[config.mk]
export PLATFORM = sky130hd
export DESIGN_NAME = pps_mul
export DESIGN_NICKNAME = d
export VERILOG_FILES = /design/src/rtl/pure_pursuit_steering_core_defines.svh /design/src/rtl/pps_mul.sv
export SDC_FILE = /design/constraint.sdc
export NUM_CORES = 2
export LEC_CHECK = 0
export BUFFER_PORTS_ARGS = -buffer_cell sky130_fd_sc_hd__buf_2
export CAP_MARGIN = 10
export CORE_ASPECT_RATIO = 1.5
export CORE_MARGIN = 3
export CORE_UTILIZATION = 40
export DETAILED_ROUTE_END_ITERATION = 6
export GPL_TIMING_DRIVEN = 0
export HOLD_SLACK_MARGIN = 0.06
export PLACE_DENSITY_LB_ADDON = 0.1
export SLEW_MARGIN = 20
export SYNTH_ARGS = -nofsm -noshare
export SYNTH_HDL_FRONTEND = slang
export SYNTH_SLANG_ARGS = --single-unit
export TNS_END_PERCENT = 50
[constraint.sdc]
create_clock -name clk_i -period 8.34 [get_ports clk_i]
set_input_delay 0.834 -clock clk_i [delete_from_list [all_inputs] [get_ports clk_i]]
set_output_delay 0.834 -clock clk_i [all_outputs]
set_load 0.1 [all_outputs]
[src/rtl/pure_pursuit_steering_core_defines.svh]
// assertion macros for the pure pursuit steering core
// expects clk_i and rst_ni in the scope of each use
`ifndef PURE_PURSUIT_STEERING_CORE_DEFINES_SVH
`define PURE_PURSUIT_STEERING_CORE_DEFINES_SVH

// same-cycle implication
`define PPS_ASSERT_IMP(name, pre, post, msg) \
  name: assert property (@(posedge clk_i) disable iff (!rst_ni) (pre) |-> (post)) \
    else $error(msg);

// next-cycle implication
`define PPS_ASSERT_NXT(name, pre, post, msg) \
  name: assert property (@(posedge clk_i) disable iff (!rst_ni) (pre) |=> (post)) \
    else $error(msg);

`endif

[src/rtl/pps_mul.sv]
// shared registered signed multiplier, 33 x 33 bits
// no package dependencies
module pps_mul (
  input  logic               clk_i,
  input  logic signed [32:0] a_i,
  input  logic signed [32:0] b_i,
  output logic signed [65:0] p_o
);

  logic signed [65:0] p_q;

  always_ff @(posedge clk_i) begin
    p_q <= a_i * b_i;
  end

  assign p_o = p_q;

endmodule

==> implementation parameters <==
Parameter                              Value

Floorplanning
  Standard-cell rows    around 140
  Standard cell core area    roughly 100000 sq um
  Starting Density    about two fifths
  Overall die width    ~270 um
  IO Count    133
  Die Footprint    roughly 110000 sq um
  Vertical die dimension    ~400 um

Clock network
  Clock tree from TritonCTS    built
  Total clock sinks    between 60 and 70
  Number of buffers added by the clock tree synthesis step    9
  Buffers from clock root to sink, at most    2
  Max H-tree Level    3
  Clk root buf    sky130_fd_sc_hd__clkbuf_16
  Register clock-pin slew on the reported worst setup and hold paths    around 0.07 ns

Job
  Reported max-cap violation count    0

Route
  Routed Wire Length    ~170 mm
  Drt initial violations    about 2000
  Via density per instance    5.29
  Antenna Violating Nets Remaining    0
  Number of search-and-repair iterations in the first detailed-routing pass    7
  Post-detailed-route DRC marker count    0
  Via total after detailed routing    roughly 30000
  WL/cell    29.5 um

Hold path
  Hold-critical path depth    2
  Worst min-delay path category    input pin to flop

STA
  Post-route worst hold slack    a little over 0.8 ns
  Max_slew headroom    between 20% and 30%
  Portion of the clock cycle consumed by the worst path in the final layout    99.1%
  Number of endpoints failing setup at the final stage    0
  Unrepaired setup endpoints after global routing    yes
  Count of endpoints failing hold in the final timing report    0
  Crit path time final    between 8 and 9 ns
  Pin slew with the least headroom to its limit    around 1.1 ns
  Max frequency    0.121 GHz
  Number of pins exceeding their max-slew limit in the final report    0

Critical path
  Category of the critical setup timing path    input pin to flop
  Crit path launch type    input pin
  Highest fanout seen on the critical path    11
  WP data arrival    between 8 and 9 ns
  Largest stage delay on the critical path    approximately 0.63 ns
  Worst endpoint required time    ~8.6 ns
  Buffers plus inverters on the worst setup path    10
  Logic depth of the worst path, buffers included    28
  Delay-heaviest family, CP    adder cells
  Element type at the critical path end    flop
  Worst path slowest cell    sky130_fd_sc_hd__fa_2

Synthesis
  Dominant cell type by area after synthesis    sky130_fd_sc_hd__fa_1
  Number of standard cells after synthesis    ~4300
  Netlist area before placement    slightly above 40000 sq um
  Post-synthesis average cell area    9.39 sq um
  Number of nets produced by synthesis    approximately 5800
  Count leader, synth    sky130_fd_sc_hd__fa_1
  Most used flip-flop cell after synthesis    sky130_fd_sc_hd__dfxtp_1
  Yosys cell types    80
  Synth Register Bits    between 60 and 70
  Total of warnings raised by yosys    0
  Proportion of synthesized flip-flops having asynchronous set or reset    0%
  Top cell types by occurrence after synthesis    1145 x sky130_fd_sc_hd__fa_1, 1131 x sky130_fd_sc_hd__inv_1, 562 x sky130_fd_sc_hd__and2_1
  Proportion of synthesized chip area in sequential cells    under 10%
  Number of enable flip-flop cells after synthesis    0
  Cell types occupying the most area after synthesis    sky130_fd_sc_hd__fa_1 56%, sky130_fd_sc_hd__inv_1 10%, sky130_fd_sc_hd__and2_1 8.6%
  Area share of the largest cell type after synthesis    a little under three fifths

GRT
  Overall fraction of global-route tracks in use    roughly a third
  Remaining Overflow, GRT    0
  Global-route wire length before repair    about 240 mm
  Pin count of the biggest net entering global routing    27
  Vias in the first global route    34069
  Number of antenna violations at the first check in global routing    25

Placement
  Final weighted congestion in routability-driven placement    1.06
  PortBufs    132
  Post-DP HPWL    roughly 150 mm

Final layout
  Area growth from synthesis to layout    8.88%
  Nets    roughly 5900
  Fill cell total of the finished layout    roughly 10000
  Fraction of final layout cells with drive strength greater than 1    10.1%
  Largest register FFs    66

Run status
  Outcome    finished, final reports clean
==> stage by stage <==
step                      setup WS (ns)  util (%)  cell area (sq um)  cells  TNS, ns
after global routing            -0.0182      44.2              44300   5801  -0.0592
after detailed placement          -1.67      42.9              43000   5767   -39.21
after global placement            -2.20      42.9              43000   5766   -46.30
after floorplan                   0.270         -              40700   4338        0
after CTS                       0.00701      43.8              43900   5799        0
final                            0.0726      44.2              44400   5813        0
==> cells by family (layout without fill, tap and decap cells) <==
kind of cell,count (synthesis),after routing,share of synthesized area (%)
other,0,14,0
flip-flops,66,66,3.24
buffers and inverters,1352,1517,12.5
AO/OA/AOI/OAI,219,219,4.07
adder cells (fa/ha/maj),1362,1362,62.9
AND/OR/NAND/NOR,1271,1271,15.8
XOR/XNOR,68,68,1.46
==> area by class of cell <==
class	instances	area (sq um)	share of cell area [%]
antenna	14	35.0	0.0790
buffer	216	1350	3.04
clock buffer	10	239	0.539
clock inverter	6	90.1	0.203
inverter	1131	4260	9.61
multi-input combinational	2920	34500	77.9
sequential	66	1320	2.98
tap	1296	1620	3.66
timing repair buffer	154	906	2.04
==> per-layer routing <==
layer,part of all wire (%),vias to the layer above,track usage [%]
met1,31,16258,33.8
met3,5.3,573,5.11
met5,0.046,-,0
met4,12,12,31.9
met2,51,1220,58.2
li1,-,12688,-
==> worst paths after layout <==
| check | from | endpoint | slack (ns) |
|---|---|---|---|
| setup / recovery | a_i[28] | p_o[43] | 0.07 |
| hold / removal | a_i[0] | p_o[0] | 0.83 |
==> what timing repair did <==
action | 4_1_cts | 5_1_grt
gates resized for setup | 213 | 225
pin swaps | 7 | 20
setup endpoints to repair | 36 | 27
buffers inserted | 16 | 5
hold buffers | 0 | 0
==> placed cells by master (no fill, tap or decap), types with 4 or more instances in the layout <==
cell                         instances
sky130_fd_sc_hd__inv_1            1125
sky130_fd_sc_hd__fa_1             1125
sky130_fd_sc_hd__and2_1            560
sky130_fd_sc_hd__nand2_1           549
sky130_fd_sc_hd__ha_1              214
sky130_fd_sc_hd__buf_2             158
sky130_fd_sc_hd__clkbuf_2          100
sky130_fd_sc_hd__nor2_1             66
sky130_fd_sc_hd__dfxtp_1            66
sky130_fd_sc_hd__a21oi_1            51
sky130_fd_sc_hd__xnor2_1            43
sky130_fd_sc_hd__buf_4              36
sky130_fd_sc_hd__a21o_1             36
sky130_fd_sc_hd__clkbuf_4           27
sky130_fd_sc_hd__xor2_1             25
sky130_fd_sc_hd__o21ai_0            24
sky130_fd_sc_hd__nand3_1            24
sky130_fd_sc_hd__clkbuf_1           22
sky130_fd_sc_hd__fa_2               20
sky130_fd_sc_hd__diode_2            14
sky130_fd_sc_hd__nand2b_1           11
sky130_fd_sc_hd__nand4_1            11
sky130_fd_sc_hd__buf_6              10
sky130_fd_sc_hd__clkbuf_16          10
sky130_fd_sc_hd__o21bai_1            9
sky130_fd_sc_hd__buf_12              7
sky130_fd_sc_hd__a211oi_1            7
sky130_fd_sc_hd__o21ai_1             7
sky130_fd_sc_hd__a31oi_1             7
sky130_fd_sc_hd__buf_8               6
sky130_fd_sc_hd__clkinvlp_4          6
sky130_fd_sc_hd__o21a_1              6
sky130_fd_sc_hd__a211o_1             6
sky130_fd_sc_hd__nor3_1              6
sky130_fd_sc_hd__a21oi_4             5
sky130_fd_sc_hd__a21oi_2             5
sky130_fd_sc_hd__and4_1              5
sky130_fd_sc_hd__nor2b_1             5
sky130_fd_sc_hd__o211ai_1            4
sky130_fd_sc_hd__and3_1              4
Power is left out: the tool's default activity adds up to more than one toggle a clock period on the data nets, which glitch-free logic cannot reach.
