## config.mk

```make
export PLATFORM = sky130hd
export DESIGN_NAME = pps_isqrt
export DESIGN_NICKNAME = d
export VERILOG_FILES = /design/src/rtl/pure_pursuit_steering_core_defines.svh /design/src/rtl/pps_pkg.sv /design/src/rtl/pps_isqrt.sv
export SDC_FILE = /design/constraint.sdc
export NUM_CORES = 1
export LEC_CHECK = 0
export BUFFER_PORTS_ARGS = -buffer_cell sky130_fd_sc_hd__buf_4
export CORE_AREA = 2 2 127 129
export CTS_BUF_LIST = sky130_fd_sc_hd__clkbuf_16
export DETAILED_ROUTE_END_ITERATION = 10
export DIE_AREA = 0 0 129 131
export PLACE_DENSITY = 0.72
export SLEW_MARGIN = 15
export SYNTH_ARGS = -nofsm -noshare
export SYNTH_HDL_FRONTEND = slang
export SYNTH_SLANG_ARGS = --single-unit
```

## constraint.sdc

```tcl
create_clock -name clk_i -period 2.85 [get_ports clk_i]
set_input_delay 0.57 -clock clk_i [delete_from_list [all_inputs] [get_ports clk_i]]
set_output_delay 0.57 -clock clk_i [all_outputs]
set_load 0.01 [all_outputs]
```

## src/rtl/pure_pursuit_steering_core_defines.svh

```systemverilog
// assertion macros for the pure pursuit steering core
// expects clk_i and rst_ni in the scope of each use
`ifndef PURE_PURSUIT_STEERING_CORE_DEFINES_SVH
`define PURE_PURSUIT_STEERING_CORE_DEFINES_SVH

// same-cycle implication
`define PPS_ASSERT_IMP(name, pre, post, msg) \
  name: assert property (@(posedge clk_i) disable iff (!rst_ni) (pre) |-> (post)) \
    else $error(msg);

// next-cycle implication
`define PPS_ASSERT_NXT(name, pre, post, msg) \
  name: assert property (@(posedge clk_i) disable iff (!rst_ni) (pre) |=> (post)) \
    else $error(msg);

`endif

```

## src/rtl/pps_pkg.sv

```systemverilog
// shared constants, opcodes and cordic angle table for the pure pursuit core
// no dependencies
package pps_pkg;

  localparam logic [1:0] OP_START  = 2'd0;
  localparam logic [1:0] OP_POINT  = 2'd1;
  localparam logic [1:0] OP_FINISH = 2'd2;

  localparam logic [1:0] REG_WHEELBASE = 2'd0;
  localparam logic [1:0] REG_LOOK_GAIN = 2'd1;
  localparam logic [1:0] REG_MIN_LOOK  = 2'd2;
  localparam logic [1:0] REG_MAX_LOOK  = 2'd3;

  localparam int RadW  = 63;
  localparam int RootW = 32;

  // atan(2^-i) in degrees, q.16
  function automatic logic [22:0] atan_deg(input logic [3:0] i);
    logic [22:0] r;
    case (i)
      4'd0:    r = 23'd2949120;
      4'd1:    r = 23'd1740967;
      4'd2:    r = 23'd919879;
      4'd3:    r = 23'd466945;
      4'd4:    r = 23'd234379;
      4'd5:    r = 23'd117304;
      4'd6:    r = 23'd58666;
      4'd7:    r = 23'd29335;
      4'd8:    r = 23'd14668;
      4'd9:    r = 23'd7334;
      4'd10:   r = 23'd3667;
      4'd11:   r = 23'd1833;
      4'd12:   r = 23'd917;
      4'd13:   r = 23'd458;
      4'd14:   r = 23'd229;
      default: r = 23'd115;
    endcase
    return r;
  endfunction

endpackage

```

## src/rtl/pps_isqrt.sv

```systemverilog
// bit-serial integer square root, one root bit per cycle
// uses pps_pkg for radicand and root widths
module pps_isqrt (
  input  logic                       clk_i,
  input  logic                       rst_ni,
  input  logic                       start_i,
  input  logic [pps_pkg::RadW-1:0]   rad_i,
  output logic                       done_o,
  output logic [pps_pkg::RootW-1:0]  root_o
);

  logic                       busy_q;
  logic                       done_q;
  logic [4:0]                 cnt_q;
  logic [63:0]                rad_q;
  logic [33:0]                rem_q;
  logic [pps_pkg::RootW-1:0]  root_q;
  logic [35:0]                sh;
  logic [35:0]                trial;
  logic [35:0]                diff;

  assign sh    = {rem_q, rad_q[63:62]};
  assign trial = {2'b00, root_q, 2'b01};
  assign diff  = sh - trial;

  always_ff @(posedge clk_i or negedge rst_ni) begin
    if (!rst_ni) begin
      busy_q <= 1'b0;
      done_q <= 1'b0;
      cnt_q  <= '0;
    end else begin
      done_q <= 1'b0;
      if (start_i) begin
        busy_q <= 1'b1;
        cnt_q  <= '0;
      end else if (busy_q) begin
        cnt_q <= cnt_q + 5'd1;
        if (cnt_q == 5'd31) begin
          busy_q <= 1'b0;
          done_q <= 1'b1;
        end
      end
    end
  end

  always_ff @(posedge clk_i) begin
    if (start_i) begin
      rad_q  <= {1'b0, rad_i};
      rem_q  <= '0;
      root_q <= '0;
    end else if (busy_q) begin
      rad_q <= {rad_q[61:0], 2'b00};
      if (sh >= trial) begin
        rem_q  <= diff[33:0];
        root_q <= {root_q[pps_pkg::RootW-2:0], 1'b1};
      end else begin
        rem_q  <= sh[33:0];
        root_q <= {root_q[pps_pkg::RootW-2:0], 1'b0};
      end
    end
  end

  assign done_o = done_q;
  assign root_o = root_q;

endmodule
```

==> metrics list <==
- Result of the run: finished clean
- Most numerous cell types in the synthesized netlist: nor2_1, nand2_1, dfxtp_1
* Maximum number of pins on one net before global-route repair: 64
- Std cell rows: 46
* Relative slew margins: 55.4%
- Clock Tree Root: clkbuf_16
* Cell-by-cell listing of the critical path: inv_1, ha_1, a21o_1, a21o_1, a21oi_1, o21ai_2, o31a_1, o22a_2, buf_6, and2_1, a211oi_1
- Portion of the clock cycle consumed by the worst path in the final layout: a little over nine tenths
- Clk_lat worst skew: approximately 0.43 ns
- Leakage component of the power: around 4.3 nW
- Most area-hungry cell type in the Yosys netlist: edfxtp_1
- The total area inside the core boundary comes to 15,600 um2.
- Counting instances, the worst hold path has a depth of 2.
* Yosys Warn Count: 0
- Maximum fanout along the worst path: 9
* Number of setup violations in the final report: 0
- Measured along the y axis, the die boundary spans roughly 130 um.
* Class of the tightest hold or removal check: in -> reg
- Across the routed clock network, the largest skew measured is 0.00779 ns.
- The worst register-to-register path begins at root_o[23].
* Iteration-0 DRC Markers: 377
- Width of the die: 129 um
- Synth Instances: 766
- During I/O placement, the number of pins put on the boundary was 99.
* Cell count of the worst reg-to-reg path: 11
- WP depth: 11
- Number of nets with antenna violations after detailed routing: 0
- The repair_antennas step left the layout with diodes totalling 0.
- STA classifies the critical path endpoint as a flop.
- Detail-routed net length per standard cell: 15.1 um
* Largest cells by area after synthesis: edfxtp_1, dfxtp_1, mux2_2
- STA classifies the critical path startpoint as a flop.
- Buffers from clock root to sink, at most: 2
- Routing usage on met3: 5.13%
- In this run, synthesis produced a sequential element count of 137.
- Worst setup path endpoint: rem_q[19]
- For this run, the detailed router's first-pass iteration total came to 5.
- Antenna violations before repair: 0
- Total congestion overflow after global routing: 0
- The number of clock buffers added by TritonCTS is 17.
* Crit-path leading delay family: compound AO/OA/AOI/OAI gates
* Fraction of final layout cells with drive strength greater than 1: 34.9%
- The number of global-route vias before repair came to 5,811.
- Detailed-placement wirelength estimate: 11,900 um
- Max-cap violations in this run came to 0.
- Cell with the largest stage delay on the worst path: o31a_1
- DIE AREA: 16,900 um2
- Min cycle time layout: 2.74 ns
* Async set-or-reset flop fraction in the synthesized netlist: 5.11%
- Met2 global-route usage: about a third
- Together, buffers and inverters on the worst path number 2.
* Worst-Margin Slew: 0.668 ns
* Number of clock sinks: 137
* Sum of internal, switching and leakage power: ~10 mW
- Wire length of the first global-routing pass: 28,100 um
- Post-layout nets: 1,017
* Starting density of the core: 48.9%
- Mapped Area: 7620 um2
- Count of cell types in the netlist: 67
- Input and output buffers added on the ports amount to between 90 and 100.
* EDFF count, synth: 63
- The congestion estimate from routability-driven global placement came to 0.909.
- Static timing analysis puts the maximum clock frequency at 0.365 GHz.
* RR Endpoint: rem_q[19]
* Vias per Instance: between 5 and 6
- Number of levels the H-tree was split into: 4
- R2R Setup Slk: 0.11 ns
- At the worst endpoint, the arrival time is 3.08 ns.
- Category of the critical setup timing path: reg -> reg
- Prevailing post-synth register cell: dfxtp_1
- Post-Synthesis Mean Instance Area: 9.95 um2
- By instance count, the cell type seen most on the critical path is a21o_1.
- Of the post-synthesis cell area, the dominant cell type holds around a quarter.
* Clock slew at the register clock pins of the worst setup and hold paths: roughly 0.070 ns
- After the flow finishes, the layout carries non-filler instances totaling 1,144.
- GR Util met1: 28.3%
- Of the synthesized area, sequential elements account for 44.7%.
- The final count of pins violating max slew is 0.
* CP startpoint: root_o[23]
- Relative to the synthesized area, the layout overhead comes to 30.0%.
- Clock tree from TritonCTS: built
* Final count of hold timing violations: 0
* Critical Path Max Stage Delay: 0.36 ns
- Worst voltage drop across the vdd grid: a little under 0.6 mV
- For this design the ratio of total power to cell area is 1010 nW/um2.
- Synthesis produced a netlist with a net count of a little under 900.
- For this run, design rule violations remaining after detail routing come to 0.
- Post-placement cell count: 1,107
- nor2_1 is the most common cell in the netlist.
- Data on the critical path is required at its endpoint by 3.19 ns.
* Global-route usage over all layers: 20.7%
* Via total after detailed routing: 6,140
- met2 is the most crowded layer.
* Final routed wirelength across all metal layers: 17,300 um
## cells by family (layout without fill, tap and decap cells)
logic type,Yosys count,in the layout,share of synthesized area [%]
mux,97,97,13.7
flops,137,137,44.7
xor+xnor,28,28,3.22
buf+inv,79,241,4.02
compound gates,158,158,14.5
simple gates,231,231,13.9
fa+ha+maj,36,36,5.91
## metrics by stage
step | area, um2 | util [%] | setup slack [ns] | TNS [ns] | hold WS [ns]
3_3_place_gp | 9000 | 57.7 | 0.0670 | 0 | 0.388
2_1_floorplan | 7620 | - | 0.0824 | 0 | 0.274
5_1_grt | 9910 | 63.5 | -0.0282 | -0.0716 | 0.420
4_1_cts | 9630 | 61.7 | 0.00490 | 0 | 0.410
6_report | 9910 | 63.5 | 0.111 | 0 | 0.424
3_5_place_dp | 9000 | 57.7 | -0.0233 | -0.0233 | 0.390
## cell usage in the layout, fill, tap and decap left out, types with 7 or more instances in the layout
cell type    n
clkbuf_16   17
inv_1       40
ha_4        10
o21ai_0     14
ha_2         7
ha_1        19
mux2_2      61
buf_4      161
nand3_1     10
a311oi_1    23
xnor2_1     16
nand2b_1     9
nand4_1      7
xor2_1      12
edfxtp_1    63
mux2i_1     36
nand2_1     69
o22ai_1      8
a21oi_1     34
nor2b_1      7
nor2_1      88
dfxtp_1     61
a21o_1      14
## final cells by class
type                            count  area (um2)
Timing Repair Buffer              169        1310
Multi-Input combinational cell    550        4160
Clock inverter                     15         174
Fill cell                        1275        5690
Tap cell                          216         270
Sequential cell                   137        3420
Inverter                           40         150
Clock buffer                       17         425
## layer usage
layer / part of all wire (%) / routed length [um] / vias to the layer above
met1: 47 / 8070 / 2911
met3: 4.0 / 687 / 20
li1: - / - / 3083
met5: 0 / 0 / -
met2: 48 / 8320 / 126
met4: 1.2 / 208 / 0
## worst min path at each step
stage | startpoint | endpoint | slack [ns]
floorplan | rst_ni | busy_q | 0.27
global placement | rst_ni | done_o | 0.39
detailed placement | rst_ni | done_o | 0.39
CTS | rad_i[1] | rad_q[1] | 0.41
global route | rad_i[0] | rad_q[0] | 0.42
finish | rad_i[1] | rad_q[1] | 0.42
## registers in the layout, summed over array words and instances, names as in the netlist
signal and count:
rem_q 34, done_o 1, cnt_q 5, rad_q 64
root_o 32, busy_q 1
## where the power goes
| group | internal [mW] | total [mW] | switching, mW | leakage, nW |
|---|---|---|---|---|
| combinational | 2.51 | 5.21 | 2.70 | 2.72 |
| clock | 1.25 | 2.22 | 0.969 | 0.291 |
| sequential | 2.37 | 2.56 | 0.196 | 1.31 |
## what timing repair did
action                                 4_1_cts  5_1_grt
resized for setup                            2       58
cloned                                       0        1
setup endpoints to repair                    1       30
hold buffers                                 1        0
pin swaps                                    1       13
endpoints found under the hold margin        7        0
buffers inserted                             0        3
Power figures use the tool's default switching activity.
